[src/design/tii_pkg.sv]
`timescale 1ns / 1ps
// ----------------------------------------------------------------------------
// Tabulated interval integrator package
// Widths, codes, state encoding and control bundles shared by the
// integrator's modules.
// ----------------------------------------------------------------------------
package tii_pkg;

  // Field and datapath widths.
  localparam int MassW    = 32;
  localparam int DensW    = 64;
  localparam int WordW    = MassW + DensW;
  localparam int AccW     = 128;
  localparam int MacAW    = 96;
  localparam int MacBW    = 64;
  localparam int LimbW    = 32;
  localparam int CntW     = 11;
  localparam int WidthW   = 31;
  localparam int StatW    = 2;
  localparam int IdxW     = 10;
  localparam int CfgIdxW  = 1;
  localparam int CfgDataW = 32;
  localparam int ArithW   = 36;
  localparam int ResShift = 25;

  // Register reset values.
  localparam logic [CntW-1:0]   EntriesRst = 11'd2;
  localparam logic [WidthW-1:0] WidthRst   = 31'd1677722;

  // Item kinds.
  localparam logic KIND_LOAD  = 1'b0;
  localparam logic KIND_QUERY = 1'b1;

  // Configuration register indexes.
  localparam logic [CfgIdxW-1:0] CFG_TABLE_ENTRIES  = 1'b0;
  localparam logic [CfgIdxW-1:0] CFG_INTERVAL_WIDTH = 1'b1;

  // Range status codes.
  typedef enum logic [StatW-1:0] {
    ST_OK     = 2'd0,
    ST_BELOW  = 2'd1,
    ST_BEYOND = 2'd2
  } range_status_t;

  // Sequencer states.
  typedef enum logic [3:0] {
    S_IDLE,
    S_SCAN,
    S_FETCH,
    S_SWEEP,
    S_PLAN,
    S_MAC_GO,
    S_MAC_WAIT,
    S_DIV_GO,
    S_DIV_WAIT,
    S_OUT
  } state_t;

  // Multiply-accumulate control.
  typedef struct packed {
    logic start;
    logic clear;
  } mac_ctl_t;

endpackage

[src/design/tii_mac.sv]
`timescale 1ns / 1ps
// ----------------------------------------------------------------------------
// Multiply-accumulate unit
// Adds a 96 by 64 bit product into a 128-bit accumulator, one 32 by 32 bit
// partial product per cycle, with a register between multiply and add.
// ----------------------------------------------------------------------------
module tii_mac (
  input  logic                      clk,
  input  logic                      rst_n,
  input  tii_pkg::mac_ctl_t         ctl,
  input  logic [tii_pkg::MacAW-1:0] a,
  input  logic [tii_pkg::MacBW-1:0] b,
  output logic                      busy,
  output logic [tii_pkg::AccW-1:0]  acc
);
  import tii_pkg::*;

  localparam int NumA = MacAW / LimbW;
  localparam int NumB = MacBW / LimbW;
  localparam logic [2:0] LastStep = 3'(NumA * NumB);

  logic [MacAW-1:0]   a_r;
  logic [MacBW-1:0]   b_r;
  logic [2:0]         step_r;
  logic               run_r;
  logic               pv_r;
  logic [2*LimbW-1:0] pp_r;
  logic [1:0]         sh_r;
  logic [AccW-1:0]    acc_r;
  logic [1:0]         ia;
  logic               ib;
  logic [LimbW-1:0]   la;
  logic [LimbW-1:0]   lb;

  // Limb selection for the current step.
  always_comb begin
    ia = step_r[2:1];
    ib = step_r[0];
    case (ia)
      2'd0:    la = a_r[LimbW-1:0];
      2'd1:    la = a_r[2*LimbW-1:LimbW];
      2'd2:    la = a_r[3*LimbW-1:2*LimbW];
      default: la = '0;
    endcase
    lb = ib ? b_r[2*LimbW-1:LimbW] : b_r[LimbW-1:0];
  end

  // Step control.
  always_ff @(posedge clk) begin
    if (!rst_n) begin
      run_r  <= 1'b0;
      pv_r   <= 1'b0;
      step_r <= '0;
    end else if (ctl.start) begin
      run_r  <= 1'b1;
      pv_r   <= 1'b0;
      step_r <= '0;
    end else if (run_r) begin
      if (step_r < LastStep) begin
        step_r <= step_r + 3'd1;
        pv_r   <= 1'b1;
      end else begin
        run_r <= 1'b0;
        pv_r  <= 1'b0;
      end
    end else begin
      pv_r <= 1'b0;
    end
  end

  // Operands, partial product and accumulator.
  always_ff @(posedge clk) begin
    if (ctl.start) begin
      a_r <= a;
      b_r <= b;
    end
    if (run_r && step_r < LastStep) begin
      pp_r <= la * lb;
      sh_r <= ia + 2'(ib);
    end
    if (ctl.start && ctl.clear) begin
      acc_r <= '0;
    end else if (pv_r) begin
      acc_r <= acc_r + (AccW'(pp_r) << {sh_r, 5'b0});
    end
  end

  assign busy = run_r | pv_r;
  assign acc  = acc_r;

endmodule

[config.mk]
export PLATFORM = sky130hd
export DESIGN_NAME = tii_mac
export DESIGN_NICKNAME = d
export VERILOG_FILES = /design/src/design/tii_pkg.sv /design/src/design/tii_mac.sv
export SDC_FILE = /design/constraint.sdc
export NUM_CORES = 2
export LEC_CHECK = 0
export ABC_AREA = 0
export ABC_CLOCK_PERIOD_IN_PS = 9300
export BUFFER_PORTS_ARGS = -buffer_cell sky130_fd_sc_hd__clkbuf_2
export CORE_MARGIN = 2
export CORE_UTILIZATION = 58
export CTS_CLUSTER_SIZE = 14
export DETAILED_ROUTE_END_ITERATION = 16
export PLACE_DENSITY = 0.82
export SLEW_MARGIN = 20
export SYNTH_ARGS = -nofsm -noshare
export SYNTH_HDL_FRONTEND = slang
export SYNTH_SLANG_ARGS = --single-unit
export TNS_END_PERCENT = 5
[constraint.sdc]
create_clock -name clk -period 9.3 [get_ports clk]
set_clock_uncertainty 0.1 [all_clocks]
set_input_delay 0 -clock clk [delete_from_list [all_inputs] [get_ports clk]]
set_output_delay 0 -clock clk [all_outputs]
set_load 0.005 [all_outputs]
==> impl_metrics.yaml <==
cts:
  tritoncts: "built"
  path_clk_slew_ps: 70
  clk_latency_ps: 640
  clock-sinks: 359
  htreeDepth: 2
  cts_root_buf: "clkbuf_16"
  cts-buffers-inserted: 41
  cts.path.max_buffers: 3
floorplan:
  die_area_um2: 95900
  ios: 293
  start_util_pct: 58.33
  placementRows: 112
  core_um2: 92910
  die_w_um: 309.7
  chipHeight_um: 309.7
synthesis:
  synth.distinct_cells: 80
  ys_seq_area_share_pct: 17.44
  avgSynthCellArea_um2: 8.943
  synth_seq_cells: 359
  async_flop_share_pct: 0
  synth_flop_cell: "edfxtp_1"
  synth.cell_area_um2: 54190
  synthCells: 6060
  synth_edf_count: 226
  synth_nets: 7512
  yosys_warnings: 0
status:
  status: "completed"
timing:
  report.final.slew_viol_count: 0
  setup-violations-final: 0
  fmax_ghz: 0.1097
  fin_crit_sh_pct: 98.04
  finalHoldViolCount: 0
  slew-limit-headroom_pct: 24.71
  fin_crit_ps: 9118
  tightest_slew_ps: 1129
  finalWorstSetupSlack_ps: 182.0
grt:
  grt_pass1_wl_um: 307100
  use_met2_pct: 68.18
  antenna_found_initial: 4
  grt_use_total_pct: 43.88
  gr-usage-met3_pct: 14.06
  grt_busiest_layer: "met2"
  grt_remaining_overflow: 0
  grt_pass1_vias: 49660
  grtUsageMet1_pct: 50.94
  grt_max_degree: 86
setup_path:
  worstSetupPathType: "reg -> reg"
  slowest_stage: "fa_1"
  worst_setup_path_end_kind: "flip-flop"
  cp_max_fo: 23
  slowest_delay_ps: 650
  cp_common_cell: "fa_1"
  crit_buf_inv: 10
  arrival_ps: 9370
  required_ps: 9550
  cp-start-kind: "flip-flop"
  crit_family: "adder cells"
drt:
  via_per_inst: 6.154
  wl_per_cell_um: 27.02
  wl_um: 210500
  first_pass_iters: 8
  drt-initial-drc-count: 5159
  vias: 47950
  ant_nets: 0
  drcViolationCount: 0
cells_and_area:
  final_nets: 7956
  syn2layout_area_growth_pct: 13.87
  nFillCells: 7246
  regArea_um2: 9458
  multi_input_area_um2: 40150
  drive_above_1_share_pct: 10.73
place:
  dp_slack_ps: 311.6
  port_buffers: 292
  place.gp.congestion: 1.066
  post-dp-hpwl_um: 159000
min_path:
  hold_path.class: "in -> reg"
job:
  cap_violations: 0
==> per-layer routing <==
layer  vias to the layer above  wire (um)  share of wire (%)
met5                         -         13             0.0062
met4                         2      20270                9.6
met3                      1004      26780                 13
met2                      3495      92280                 44
met1                     23180      71160                 34
li1                      20260          -                  -
==> flip-flops by register name, summed over array words and instances, names as in the netlist <==
| register | flops |
|---|---|
| a_r | 96 |
| acc | 128 |
| b_r | 64 |
| pp_r | 64 |
| pv_r | 1 |
| run_r | 1 |
| sh_r | 2 |
| step_r | 3 |
==> per-stage QoR <==
stage               TNS, ps  hold WS, ps  instance area (um^2)  std cells  util [%]
finish                    0        9.108                 61710       7791     66.42
global route         -43.22        23.94                 61710       7790     66.42
CTS                       0       0.2929                 61600       7787     66.30
detailed placement        0        78.61                 58180       7509     62.62
global placement          0        76.56                 58180       7509     62.62
floorplan                 0       -1.131                 54200       6060         -
==> layout make-up <==
cell class                      count  share of cell area [%]
Antenna cell                        2                0.008110
Clock buffer                       56                   1.788
Clock inverter                     18                  0.4521
Inverter                          935                   5.687
Multi-Input combinational cell   4437                   65.07
Sequential cell                   359                   15.33
Tap cell                         1254                   2.542
Timing Repair Buffer              730                   9.130
==> what timing repair did <==
item                                   4_1_cts  5_1_grt
resized for setup                            0       21
buffers inserted                             0        1
hold buffers                               204        1
endpoints found under the hold margin      180        1
setup endpoints to repair                    0        4
==> cell families (layout without fill, tap and decap cells) <==
| family | Yosys count | count (layout) | share of synthesized area (%) |
|---|---|---|---|
| AND/OR/NAND/NOR | 1881 | 1881 | 14.71 |
| adder cells (fa/ha/maj) | 1288 | 1288 | 42.16 |
| buffers and inverters | 1264 | 1739 | 8.803 |
| AO/OA/AOI/OAI | 904 | 904 | 10.50 |
| flip-flops | 359 | 359 | 17.44 |
| multiplexers | 189 | 189 | 3.565 |
| XOR/XNOR | 175 | 175 | 2.828 |
| other | 0 | 2 | 0 |
==> layout by cell type (no fill, tap or decap), drive strengths merged, types with 35 or more instances in the layout <==
cell type and instances:
a21o 122, a21oi 323, and2 53, buf 233, clkbuf 348, dfxtp 133
dlygate4sd3 205, edfxtp 226, fa 897, ha 391, inv 936, mux2i 157
nand2 685, nand4 85, nor2 837, nor2b 45, nor3 35, o21ai 188
o21bai 53, xnor2 100, xor2 75
==> synth_stat cells, types with 34 or more instances <==
library cell / n / share of area [%]
o21bai_1: 53 / 0.73
o21ai_0: 180 / 1.7
nor3_1: 34 / 0.31
inv_1: 935 / 6.5
a21o_1: 122 / 1.7
dfxtp_1: 133 / 4.9
edfxtp_1: 226 / 13
fa_1: 897 / 33
nand2_1: 683 / 4.7
and2_1: 53 / 0.61
a22o_1: 34 / 0.55
xor2_1: 75 / 1.2
nor2b_1: 45 / 0.52
xnor2_1: 100 / 1.6
nand4_1: 84 / 0.97
ha_1: 391 / 9.0
nor2_1: 837 / 5.8
mux2i_1: 157 / 2.9
clkbuf_1: 292 / 2.0
a21oi_1: 323 / 3.0
==> worst paths after layout <==
check | from | slack, ps | cells after the start | end
setup / recovery | step_r[1] | 180 | 33 | pp_r[63]
hold / removal | b[49] | 9 | 2 | b_r[49]
setup reg to reg | step_r[1] | 180 | 33 | pp_r[63]
hold reg to reg | acc[48] | 380 | 2 | acc[48]
Power is left out: the tool's default activity adds up to more than one toggle a clock period on the data nets, which glitch-free logic cannot reach.
