$ cat src/design/tii_pkg.sv
`timescale 1ns / 1ps
// ----------------------------------------------------------------------------
// Tabulated interval integrator package
// Widths, codes, state encoding and control bundles shared by the
// integrator's modules.
// ----------------------------------------------------------------------------
package tii_pkg;

  // Field and datapath widths.
  localparam int MassW    = 32;
  localparam int DensW    = 64;
  localparam int WordW    = MassW + DensW;
  localparam int AccW     = 128;
  localparam int MacAW    = 96;
  localparam int MacBW    = 64;
  localparam int LimbW    = 32;
  localparam int CntW     = 11;
  localparam int WidthW   = 31;
  localparam int StatW    = 2;
  localparam int IdxW     = 10;
  localparam int CfgIdxW  = 1;
  localparam int CfgDataW = 32;
  localparam int ArithW   = 36;
  localparam int ResShift = 25;

  // Register reset values.
  localparam logic [CntW-1:0]   EntriesRst = 11'd2;
  localparam logic [WidthW-1:0] WidthRst   = 31'd1677722;

  // Item kinds.
  localparam logic KIND_LOAD  = 1'b0;
  localparam logic KIND_QUERY = 1'b1;

  // Configuration register indexes.
  localparam logic [CfgIdxW-1:0] CFG_TABLE_ENTRIES  = 1'b0;
  localparam logic [CfgIdxW-1:0] CFG_INTERVAL_WIDTH = 1'b1;

  // Range status codes.
  typedef enum logic [StatW-1:0] {
    ST_OK     = 2'd0,
    ST_BELOW  = 2'd1,
    ST_BEYOND = 2'd2
  } range_status_t;

  // Sequencer states.
  typedef enum logic [3:0] {
    S_IDLE,
    S_SCAN,
    S_FETCH,
    S_SWEEP,
    S_PLAN,
    S_MAC_GO,
    S_MAC_WAIT,
    S_DIV_GO,
    S_DIV_WAIT,
    S_OUT
  } state_t;

  // Multiply-accumulate control.
  typedef struct packed {
    logic start;
    logic clear;
  } mac_ctl_t;

endpackage

$ cat src/design/tii_div.sv
`timescale 1ns / 1ps
// ----------------------------------------------------------------------------
// Restoring divider
// Floors a 128-bit dividend by a 32-bit divisor, one quotient bit per cycle,
// keeping the low 64 quotient bits.
// ----------------------------------------------------------------------------
module tii_div (
  input  logic                      clk,
  input  logic                      rst_n,
  input  logic                      start,
  input  logic [tii_pkg::AccW-1:0]  num,
  input  logic [tii_pkg::LimbW-1:0] den,
  output logic                      busy,
  output logic [tii_pkg::DensW-1:0] quo
);
  import tii_pkg::*;

  logic [AccW-1:0]  num_r;
  logic [LimbW-1:0] den_r;
  logic [LimbW-1:0] rem_r;
  logic [DensW-1:0] quo_r;
  logic [6:0]       cnt_r;
  logic             run_r;
  logic [LimbW:0]   trial;
  logic [LimbW:0]   diff;
  logic             fits;

  // One restoring step.
  always_comb begin
    trial = {rem_r, num_r[AccW-1]};
    diff  = trial - {1'b0, den_r};
    fits  = trial >= {1'b0, den_r};
  end

  // Step counter.
  always_ff @(posedge clk) begin
    if (!rst_n) begin
      run_r <= 1'b0;
      cnt_r <= '0;
    end else if (start) begin
      run_r <= 1'b1;
      cnt_r <= '0;
    end else if (run_r) begin
      if (cnt_r == 7'd127) begin
        run_r <= 1'b0;
      end
      cnt_r <= cnt_r + 7'd1;
    end
  end

  // Shift registers.
  always_ff @(posedge clk) begin
    if (start) begin
      num_r <= num;
      den_r <= den;
      rem_r <= '0;
      quo_r <= '0;
    end else if (run_r) begin
      num_r <= num_r << 1;
      rem_r <= fits ? diff[LimbW-1:0] : trial[LimbW-1:0];
      quo_r <= {quo_r[DensW-2:0], fits};
    end
  end

  assign busy = run_r;
  assign quo  = quo_r;

endmodule

$ cat config.mk
export PLATFORM = sky130hd
export DESIGN_NAME = tii_div
export DESIGN_NICKNAME = d
export VERILOG_FILES = /design/src/design/tii_pkg.sv /design/src/design/tii_div.sv
export SDC_FILE = /design/constraint.sdc
export NUM_CORES = 1
export LEC_CHECK = 0
export BUFFER_PORTS_ARGS = -buffer_cell sky130_fd_sc_hd__buf_2
export CAP_MARGIN = 20
export CORE_MARGIN = 8
export CORE_UTILIZATION = 40
export DETAILED_ROUTE_END_ITERATION = 16
export HOLD_SLACK_MARGIN = 0.02
export SLEW_MARGIN = 20
export SYNTH_ARGS = -nofsm -noshare
export SYNTH_HDL_FRONTEND = slang
export SYNTH_SLANG_ARGS = --single-unit
$ cat constraint.sdc
create_clock -name clk -period 5.9 [get_ports clk]
set_input_delay 0.885 -clock clk [delete_from_list [all_inputs] [get_ports clk]]
set_output_delay 0.885 -clock clk [all_outputs]
set_load 0.01 [all_outputs]
==> metrics.md, run 1 <==
| Metric | Value |
|---|---|
| Setup CP Type | reg2reg |
| CTS sink cnt | 264 |
| Synth Area per Inst | 12.2 sq um |
| Via count | 8375 |
| 1st-iter DRT viols | 422 |
| Crit-path cells | inv_1, ha_1, nand3_1, nor2_1, nand4_2, o31ai_4, a311oi_1, nor2_2, buf_4, mux2i_1, a211oi_1 |
| First-pass GRT wire length | 44900 microns |
| Max Clock Freq | 0.306 GHz |
| Clock tree buffer depth | 3 |
| Number of synthesis warnings | 0 |
| R2R cell count | 11 |
| Setup Skew | 0.0129 ns |
| Number of buffers created by CTS | 30 |
| Actual slew at the worst max-slew pin | 0.980 ns |
| Mapped Nets | 1198 |
| Chip height | 191 microns |
| Area growth from synthesis to layout | 21.6% |
| Cells after synthesis | 1001 |
| Nature of the critical path endpoint | flop |
| Worst Path Buf+Inv | 2 |
| Cell Area, Synth | 12200 sq um |
| Worst hold path type | reg2reg |
| Max FO, Critical Path | 20 |
| Pre-CTS WS | 2.21 ns |
| Htree depth | 1 |
| Routed wire per std cell | 16.8 microns |
| Via density | 5.10 |
| Final RePlAce weighted congestion | 0.815 |
| Max_slew headroom | 0.347 |
| P_leak | 6.20 nW |
| Die width | 191 microns |
| Post-synth EDFFs | 160 |
| Post-synthesis sequential area ratio | 0.563 |
| PortBufs | 227 |
| First-pass DRT Iterations | 4 |
| CP peak stage delay | 0.48 ns |
| CORE AREA | 30300 sq um |
| Drt total wl | 27600 microns |
| Area leader, netlist | edfxtp_1 |
| Worst setup path end | rem_r[8]$_SDFFE_PP0P_ |
| Clock slew seen by the registers of the worst setup and hold paths | 0.06 ns |
| Io pins | 228 |
| Area contributors post-synth | edfxtp_1 (39%), dfxtp_1 (17%), mux2_2 (12%), mux2i_1 (5.4%), ha_1 (3.4%) |
| Async SR Flop Fraction | 0 |
| DR DRC count | 0 |
| P per Cell Area | 321 nW/um^2 |
| Synth Flop Type | edfxtp_1 |
| Post-DP HPWL | 19000 microns |
| Layout cell share with drive strength beyond 1 | 0.355 |
| Clk_lat worst skew | 0.56 ns |
| R2R Setup Slk | 2.63 ns |
| Post_cts resized | 0 |
| Final hold violations | 0 |
| Max cap viols | 0 |
| Worst Path Arrival | 3.66 ns |
| Setup ws final | 2.63 ns |
| Status | finished, final reports clean |
| Die Area | 36400 sq um |
| Starting Density | 0.403 |
| Worst r2r dst | rem_r[8]$_SDFFE_PP0P_ |
| Reg-to-reg startpoint | den_r[15]$_DFFE_PP_ |
| Critical path required time | 6.29 ns |
| Clk root buf | clkbuf_16 |
| Critical path depth | 11 |
| #FFs+latches synth | 264 |
| Startpoint type of the worst setup path | flop |
| CP top delay family | simple AND/OR/NAND/NOR gates |
| Postcts setup bufs | 0 |
| Crit-path slowest cell | nor2_2 |
| Final Critical Period | 3.27 ns |
| RSZ-0062 raised after global routing | no |
| ANT nets after route | 0 |
| Worst-case vdd ir drop | 0.193 mV |
| # hold bufs at CTS | 0 |
| Largest net degree at the start of global routing | 144 |
| Period utilization | 0.554 |
| Critical Path Start | den_r[15]$_DFFE_PP_ |
| Tot GR Track Use | 0.149 |
| Total grt overflow | 0 |
| Setup TNS | 0 ns |
| Yosys cell types | 62 |
| Setup violations, final | 0 |
| CTS tree | built |
| Vias in the first global route | 8391 |
| Count of pins over their slew limit | 0 |
| Antenna violations before repair | 24 |
| # rows | 64 |
| Final #Nets | 1408 |
| Post-synth top area share | 0.393 |
## worst min path at each step
| stage | startpoint | to | slack (ns) | cells after the start |
|---|---|---|---|---|
| 2_1_floorplan | cnt_r[5]$_SDFFE_PP0P_ | cnt_r[5]$_SDFFE_PP0P_ | 0.46 | 2 |
| 3_3_place_gp | cnt_r[6]$_SDFFE_PP0P_ | cnt_r[6]$_SDFFE_PP0P_ | 0.47 | 2 |
| 3_5_place_dp | rem_r[29]$_SDFFE_PP0P_ | rem_r[29]$_SDFFE_PP0P_ | 0.48 | 2 |
| 4_1_cts | den[26] | den_r[26]$_DFFE_PP_ | 0.45 | 1 |
| 5_1_grt | den[29] | den_r[29]$_DFFE_PP_ | 0.47 | 1 |
| 6_report | rem_r[29]$_SDFFE_PP0P_ | rem_r[29]$_SDFFE_PP0P_ | 0.48 | 2 |
## cell usage after synthesis, types with 10 or more instances
master	number
a21o_1	17
a21oi_1	29
a311oi_1	12
buf_1	11
buf_2	10
clkbuf_1	29
dfxtp_1	104
edfxtp_1	160
ha_1	33
inv_1	44
mux2_2	127
mux2i_1	66
nand2_1	68
nand3_1	12
nor2_1	107
o21ai_0	20
xnor2_1	14
## worst min-delay path: stages, from the launching register on
cell and delay (ns):
dfxtp_1 0.32, nand2_1 0.06, a21oi_1 0.05
## placed cells by master (no fill, tap or decap), types with 3 or more instances in the layout
cell type and n:
a21oi_1 29, a211o_1 3, o21bai_1 5, nand2_1 67, a41oi_1 5, nand3_1 12, a311oi_2 8, a31o_2 6
mux2_2 127, a211oi_1 4, dfxtp_1 103, o21ai_0 20, a311oi_1 12, buf_4 4, mux2i_1 66, buf_2 226
clkbuf_16 37, edfxtp_1 160, a311o_1 3, clkinv_2 6, nand2b_1 4, inv_1 44, diode_2 11, nand4_1 9
nor2_1 106, o211ai_1 6, a31oi_1 7, nor3_1 5, ha_1 33, o21a_1 4, a21boi_0 4, bufinv_16 3
a221oi_1 3, or3_1 9, xnor2_1 14, clkbuf_1 3, xor2_1 9, and3_1 9, a21o_1 17
## layer usage
metal / vias to the layer above / GRT usage / part of all wire
li1: 4117 / - / -
met1: 3938 / 0.195 / 0.44
met2: 219 / 0.225 / 0.43
met3: 75 / 0.0589 / 0.091
met4: 26 / 0.0442 / 0.025
met5: - / 0 / 0.0061
## layout make-up
type | instances | area (sq um)
inverter | 44 | 165
tap | 396 | 495
timing repair buffer | 232 | 1200
clock inverter | 15 | 190
sequential | 264 | 6890
multi-input combinational | 639 | 4950
fill | 2780 | 15500
antenna | 11 | 27.5
clock buffer | 41 | 951
## power by group
part           switching, mW  internal (mW)  total, mW  leakage (nW)
clock                  0.783           1.27       2.06         0.563
combinational          0.289          0.258      0.546          3.19
sequential            0.0576           2.12       2.17          2.45
total                   1.13           3.65       4.78          6.20
## cells by family (layout without fill, tap and decap cells)
| kind of cell | Yosys count | after routing | share of synthesized area |
|---|---|---|---|
| xor+xnor | 23 | 23 | 0.0165 |
| other cells | 0 | 11 | 0 |
| buf+inv | 98 | 332 | 0.0330 |
| fa+ha+maj | 34 | 34 | 0.0354 |
| flops | 264 | 264 | 0.563 |
| simple gates | 235 | 235 | 0.0844 |
| compound gates | 154 | 154 | 0.0963 |
| mux | 193 | 193 | 0.171 |
## per-stage QoR
| stage | cells | utilization | hold slack [ns] | total power, mW | instance area (sq um) |
|---|---|---|---|---|---|
| after global placement | 1575 | 0.451 | 0.469 | 2.76 | 13700 |
| after floorplan | 1001 | - | 0.458 | 2.60 | 12200 |
| after global routing | 1640 | 0.490 | 0.469 | 5.00 | 14900 |
| after CTS | 1631 | 0.489 | 0.453 | 4.85 | 14800 |
| final | 1642 | 0.490 | 0.482 | 4.78 | 14900 |
| after detailed placement | 1575 | 0.451 | 0.479 | 2.76 | 13700 |
## state kept, by name (all words and copies together) (netlist names)
signal and count:
num_r 128, quo 64, den_r 32, rem_r 32, cnt_r 7, busy 1
No activity file was read; power rests on OpenSTA's default activity.
==> inputs of run 2 (changes only) <==
--- a/config.mk
+++ b/config.mk
@@ -5,6 +5,7 @@
 export SDC_FILE = /design/constraint.sdc
 export NUM_CORES = 1
 export LEC_CHECK = 0
+export ABC_AREA = 1
 export BUFFER_PORTS_ARGS = -buffer_cell sky130_fd_sc_hd__buf_2
 export CAP_MARGIN = 20
 export CORE_MARGIN = 8
==> constraint.sdc (replaced) <==
create_clock -name clk -period 2.69 [get_ports clk]
set_input_delay 0.4035 -clock clk [delete_from_list [all_inputs] [get_ports clk]]
set_output_delay 0.4035 -clock clk [all_outputs]
set_load 0.01 [all_outputs]
==> metrics.md, run 2 <==
| Metric | Value |
|---|---|
| Post-synth top area share | 0.368 |
| Htree depth | 1 |
| CORE AREA | 32400 sq um |
| Post-synth EDFFs | 160 |
| Setup violations, final | 0 |
| Clock slew seen by the registers of the worst setup and hold paths | 0.06 ns |
| Post_cts resized | 0 |
| Tot GR Track Use | 0.173 |
| CTS tree | built |
| ANT nets after route | 0 |
| Nature of the critical path endpoint | flop |
| #FFs+latches synth | 264 |
| Worst hold path type | in2reg |
| Setup CP Type | reg2reg |
| Mapped Nets | 1798 |
| Cells after synthesis | 1601 |
| Cell Area, Synth | 13100 sq um |
| Critical path required time | 3.20 ns |
| Total grt overflow | 0 |
| Worst-case vdd ir drop | 0.480 mV |
| Number of buffers created by CTS | 30 |
| First-pass DRT Iterations | 5 |
| Synth Area per Inst | 8.16 sq um |
| Yosys cell types | 42 |
| Post-DP HPWL | 25100 microns |
| Placed instance area | 14700 sq um |
| Status | finished, final reports clean |
| Die width | 197 microns |
| Pre-CTS WS | 0.415 ns |
| Setup TNS | 0 ns |
| Post-synthesis sequential area ratio | 0.527 |
| Die Area | 38700 sq um |
| Antenna violations before repair | 3 |
| Setup ws final | 0.390 ns |
| CTS sink cnt | 264 |
| Count leader, synth | nand2_1 |
| Final core occ | 0.494 |
| Final Power | 9.51 mW |
| PortBufs | 227 |
| Area contributors post-synth | edfxtp_1 (37%), nand2_1 (19%), dfxtp_1 (16%), inv_1 (6.8%), ha_1 (3.2%) |
| RSZ-0062 raised after global routing | no |
| Actual slew at the worst max-slew pin | 0.842 ns |
| Postcts setup bufs | 0 |
| Chip height | 197 microns |
| Layout cell share with drive strength beyond 1 | 0.189 |
| P per Cell Area | 595 nW/um^2 |
| Via density | 4.70 |
| Final Critical Period | 2.30 ns |
| Async SR Flop Fraction | 0 |
| Area growth from synthesis to layout | 22.3% |
| Drt total wl | 34000 microns |
| DR DRC count | 0 |
| First-pass GRT wire length | 55500 microns |
| Count of pins over their slew limit | 0 |
| Area leader, netlist | edfxtp_1 |
| # hold bufs at CTS | 32 |
| Max FO, Critical Path | 21 |
| Max cap viols | 0 |
| Final instance area | 16000 sq um |
| # rows | 66 |
| Io pins | 228 |
| Synth cell count leaders | nand2_1 (670), inv_1 (236), edfxtp_1 (160), dfxtp_1 (104), o22ai_1 (61) |
| Clk_lat worst skew | 0.57 ns |
| Final RePlAce weighted congestion | 0.943 |
| Via count | 10900 |
| Synth Flop Type | edfxtp_1 |
| Starting Density | 0.404 |
| P_leak | 7.87 nW |
| Reg with most FFs | num_r |
| Routed wire per std cell | 14.7 microns |
| Most frequent cells in the layout | nand2_1 (670), inv_1 (235), buf_2 (226) |
| Max_slew headroom | 0.439 |
| Vias in the first global route | 10900 |
| Number of synthesis warnings | 0 |
| Largest register FFs | 128 |
| Setup Skew | 0.0160 ns |
| Period utilization | 0.855 |
| 1st-iter DRT viols | 767 |
| Final hold violations | 0 |
| Worst Path Arrival | 2.81 ns |
| Most common cell after layout, fill and taps aside | nand2_1 |
| Clock tree buffer depth | 3 |
| Largest net degree at the start of global routing | 82 |
| Max Clock Freq | 0.435 GHz |
| Startpoint type of the worst setup path | flop |
| Clk root buf | clkbuf_16 |
| Final #Nets | 2046 |
| Filler Cells Inserted | 3257 |
==> run 2: changes by cell type after synthesis, sizes merged, moves of 10 or more <==
cell,before,now
nor2,107,64
o22ai,1,61
nand4,10,27
inv,44,242
mux2i,66,0
a21o,17,0
nand2,69,684
xnor2,14,0
a311oi,20,0
mux2,127,0
a21oi,29,19
nand3,12,83
==> run 2: logic make-up after synthesis <==
logic type / after synthesis / share of synthesized area
buf+inv: 302 / 0.0918
compound gates: 106 / 0.0490
fa+ha+maj: 34 / 0.0331
simple gates: 881 / 0.290
flops: 264 / 0.527
xor+xnor: 14 / 0.00938
==> run 2: critical path, cell delays in order (launching register included) <==
cell and delay [ns]:
edfxtp_1 0.33, inv_1 0.05, ha_1 0.38, nand2_2 0.15, inv_2 0.04, a21oi_2 0.18
nand3_2 0.15, nand2_4 0.12, nand2_4 0.07, nand2_4 0.09, buf_4 0.30, nand4_1 0.15
nand3_1 0.12, nand2_1 0.06, inv_1 0.06
==> run 2: power by group <==
| group | total, mW | internal (mW) | switching [mW] |
|---|---|---|---|
| Clock | 4.00 | 2.35 | 1.65 |
| Combinational | 0.856 | 0.314 | 0.542 |
| Sequential | 4.66 | 4.59 | 0.0678 |
==> run 2: final timing paths <==
path / startpoint / endpoint / slack (ns) / cells after the start
max: den_r[8]$_DFFE_PP_ / rem_r[20]$_SDFFE_PP0P_ / 0.39 / 14
min: rst_n / busy$_SDFF_PN0_ / 0.08 / 3
max reg2reg: den_r[8]$_DFFE_PP_ / rem_r[20]$_SDFFE_PP0P_ / 0.39 / 14
min reg2reg: quo[63]$_SDFFE_PP0P_ / quo[63]$_SDFFE_PP0P_ / 0.46 / 2
==> run 2: cell type report <==
type	count	area [sq um]	share of cell area
clock buffers	41	865	0.0541
clock inverters	14	118	0.00736
flip-flops and latches	264	6890	0.431
well taps	442	553	0.0346
diodes	3	7.51	0.000470
multi-input cells	1035	4980	0.312
repair buffers	276	1650	0.103
inverters	242	916	0.0573
==> run 2: routing by layer <==
| layer | routed length [microns] | vias up | track usage | part of all wire |
|---|---|---|---|---|
| met1 | 15400 | 4978 | 0.229 | 0.45 |
| met4 | 623 | 2 | 0.0385 | 0.018 |
| met5 | 8 | - | 0 | 0.00023 |
| met2 | 15800 | 295 | 0.289 | 0.46 |
| met3 | 2190 | 42 | 0.0375 | 0.064 |
| li1 | - | 5584 | - | - |
==> run 2: per-stage QoR <==
stage	hold slack, ns	std cells
finish	0.0782	2317
global route	0.0678	2316
CTS	0.0445	2314
detailed placement	0.453	2227
global placement	0.438	2227
floorplan	0.440	1601
==> inputs of run 3 (changes only) <==
--- a/config.mk
+++ b/config.mk
@@ -9,9 +9,10 @@
 export BUFFER_PORTS_ARGS = -buffer_cell sky130_fd_sc_hd__buf_2
 export CAP_MARGIN = 20
 export CORE_MARGIN = 8
-export CORE_UTILIZATION = 40
+export CORE_UTILIZATION = 51
 export DETAILED_ROUTE_END_ITERATION = 16
 export HOLD_SLACK_MARGIN = 0.02
+export PLACE_DENSITY = 0.77
 export SLEW_MARGIN = 20
 export SYNTH_ARGS = -nofsm -noshare
 export SYNTH_HDL_FRONTEND = slang
==> metrics.md, run 3 (synthesized netlist as in run 2, its figures left out) <==
| Metric | Value |
|---|---|
| Status | finished, final reports clean |
| Io pins | 228 |
| Final Critical Period | 2.38 ns |
| Post-DP HPWL | 23800 microns |
| Nature of the critical path endpoint | flop |
| Count of pins over their slew limit | 0 |
| Reg with most FFs | num_r |
| Chip height | 176 microns |
| Final RePlAce weighted congestion | 0.942 |
| Largest net degree at the start of global routing | 111 |
| First-pass GRT wire length | 54200 microns |
| Clock slew seen by the registers of the worst setup and hold paths | 0.06 ns |
| Final instance area | 15600 sq um |
| Startpoint type of the worst setup path | flop |
| Max FO, Critical Path | 21 |
| DR DRC count | 0 |
| Setup Skew | 0.0291 ns |
| First-pass DRT Iterations | 5 |
| Final Power | 9.18 mW |
| Via density | 5.00 |
| Worst-case vdd ir drop | 0.629 mV |
| Post_cts resized | 0 |
| Die width | 176 microns |
| Starting Density | 0.519 |
| Largest register FFs | 128 |
| Via count | 11000 |
| Final std cells w/o fill | 2191 |
| Final hold violations | 0 |
| Most frequent cells in the layout | nand2_1 (670), inv_1 (235), buf_2 (226) |
| RSZ-0062 raised after global routing | no |
| Final #Nets | 2033 |
| Htree depth | 1 |
| P_leak | 7.77 nW |
| PortBufs | 227 |
| Tot GR Track Use | 0.210 |
| Postcts setup bufs | 0 |
| # hold bufs at CTS | 20 |
| ANT nets after route | 0 |
| Setup CP Type | reg2reg |
| Antenna violations before repair | 2 |
| P per Cell Area | 588 nW/um^2 |
| Setup TNS | 0 ns |
| CTS tree | built |
| CORE AREA | 25200 sq um |
| Most common cell after layout, fill and taps aside | nand2_1 |
| Critical path required time | 3.18 ns |
| Worst Path Arrival | 2.87 ns |
| Routed wire per std cell | 15.1 microns |
| Drt total wl | 33100 microns |
| Clk root buf | clkbuf_16 |
| Actual slew at the worst max-slew pin | 0.785 ns |
| Period utilization | 0.886 |
| Total grt overflow | 0 |
| Final core occ | 0.620 |
| Max Clock Freq | 0.419 GHz |
| Final hold slack | 0.0406 ns |
| Setup ws final | 0.306 ns |
| Max_slew headroom | 0.476 |
| Area growth from synthesis to layout | 19.4% |
| Pre-CTS WS | 0.318 ns |
| Clk_lat worst skew | 0.57 ns |
| Max cap viols | 0 |
| Number of buffers created by CTS | 28 |
| 1st-iter DRT viols | 673 |
| Worst hold path type | in2reg |
| # rows | 58 |
| Clock tree buffer depth | 3 |
| Layout cell share with drive strength beyond 1 | 0.187 |
| CTS sink cnt | 264 |
| Placed instance area | 14500 sq um |
| Die Area | 31000 sq um |
| Vias in the first global route | 11100 |
| Setup violations, final | 0 |
| # placed instances | 2116 |
## run 3: cell count changes in the layout (fill, tap and decap cells not counted), sizes merged
cell / delta
dlygate4sd3: -12
inv: -1
clkbuf: -5
buf: +1
clkinvlp: +1
clkinv: +2
## run 3: layout make-up
type	count	area (sq um)
antenna	3	7.51
timing repair buffer	265	1530
fill	2147	9570
clock buffer	36	752
sequential	264	6890
clock inverter	16	124
inverter	242	916
multi-input combinational	1035	4980
tap	330	413
## run 3: report_power, final
group	switching (mW)	internal [mW]
logic	0.541	0.305
clock network	1.60	2.07
registers	0.0721	4.59
## run 3: layer usage
layer | wire [microns] | up-vias | track usage
li1 | - | 5556 | -
met1 | 14200 | 4951 | 0.268
met2 | 15700 | 382 | 0.353
met3 | 2130 | 67 | 0.0427
met4 | 1040 | 0 | 0.0699
met5 | 0 | - | 0
## run 3: worst paths after layout
| kind | startpoint | end | slack, ns | depth (start not counted) |
|---|---|---|---|---|
| setup / recovery | den_r[16]$_DFFE_PP_ | rem_r[16]$_SDFFE_PP0P_ | 0.31 | 14 |
| hold / removal | den[18] | den_r[18]$_DFFE_PP_ | 0.04 | 1 |
| setup reg to reg | den_r[16]$_DFFE_PP_ | rem_r[16]$_SDFFE_PP0P_ | 0.31 | 14 |
| hold reg to reg | quo[63]$_SDFFE_PP0P_ | quo[63]$_SDFFE_PP0P_ | 0.47 | 2 |
## run 3: worst max-delay path, stage by stage (launching register included)
cell      delay (ns)
edfxtp_1        0.32
inv_1           0.04
ha_1            0.38
nand2_1         0.23
inv_1           0.06
nand2_1         0.06
nand2_1         0.09
a21oi_2         0.22
nand2_4         0.10
nand2_4         0.10
buf_4           0.30
nand4_1         0.19
nand3_1         0.13
nand2_1         0.05
inv_1           0.05
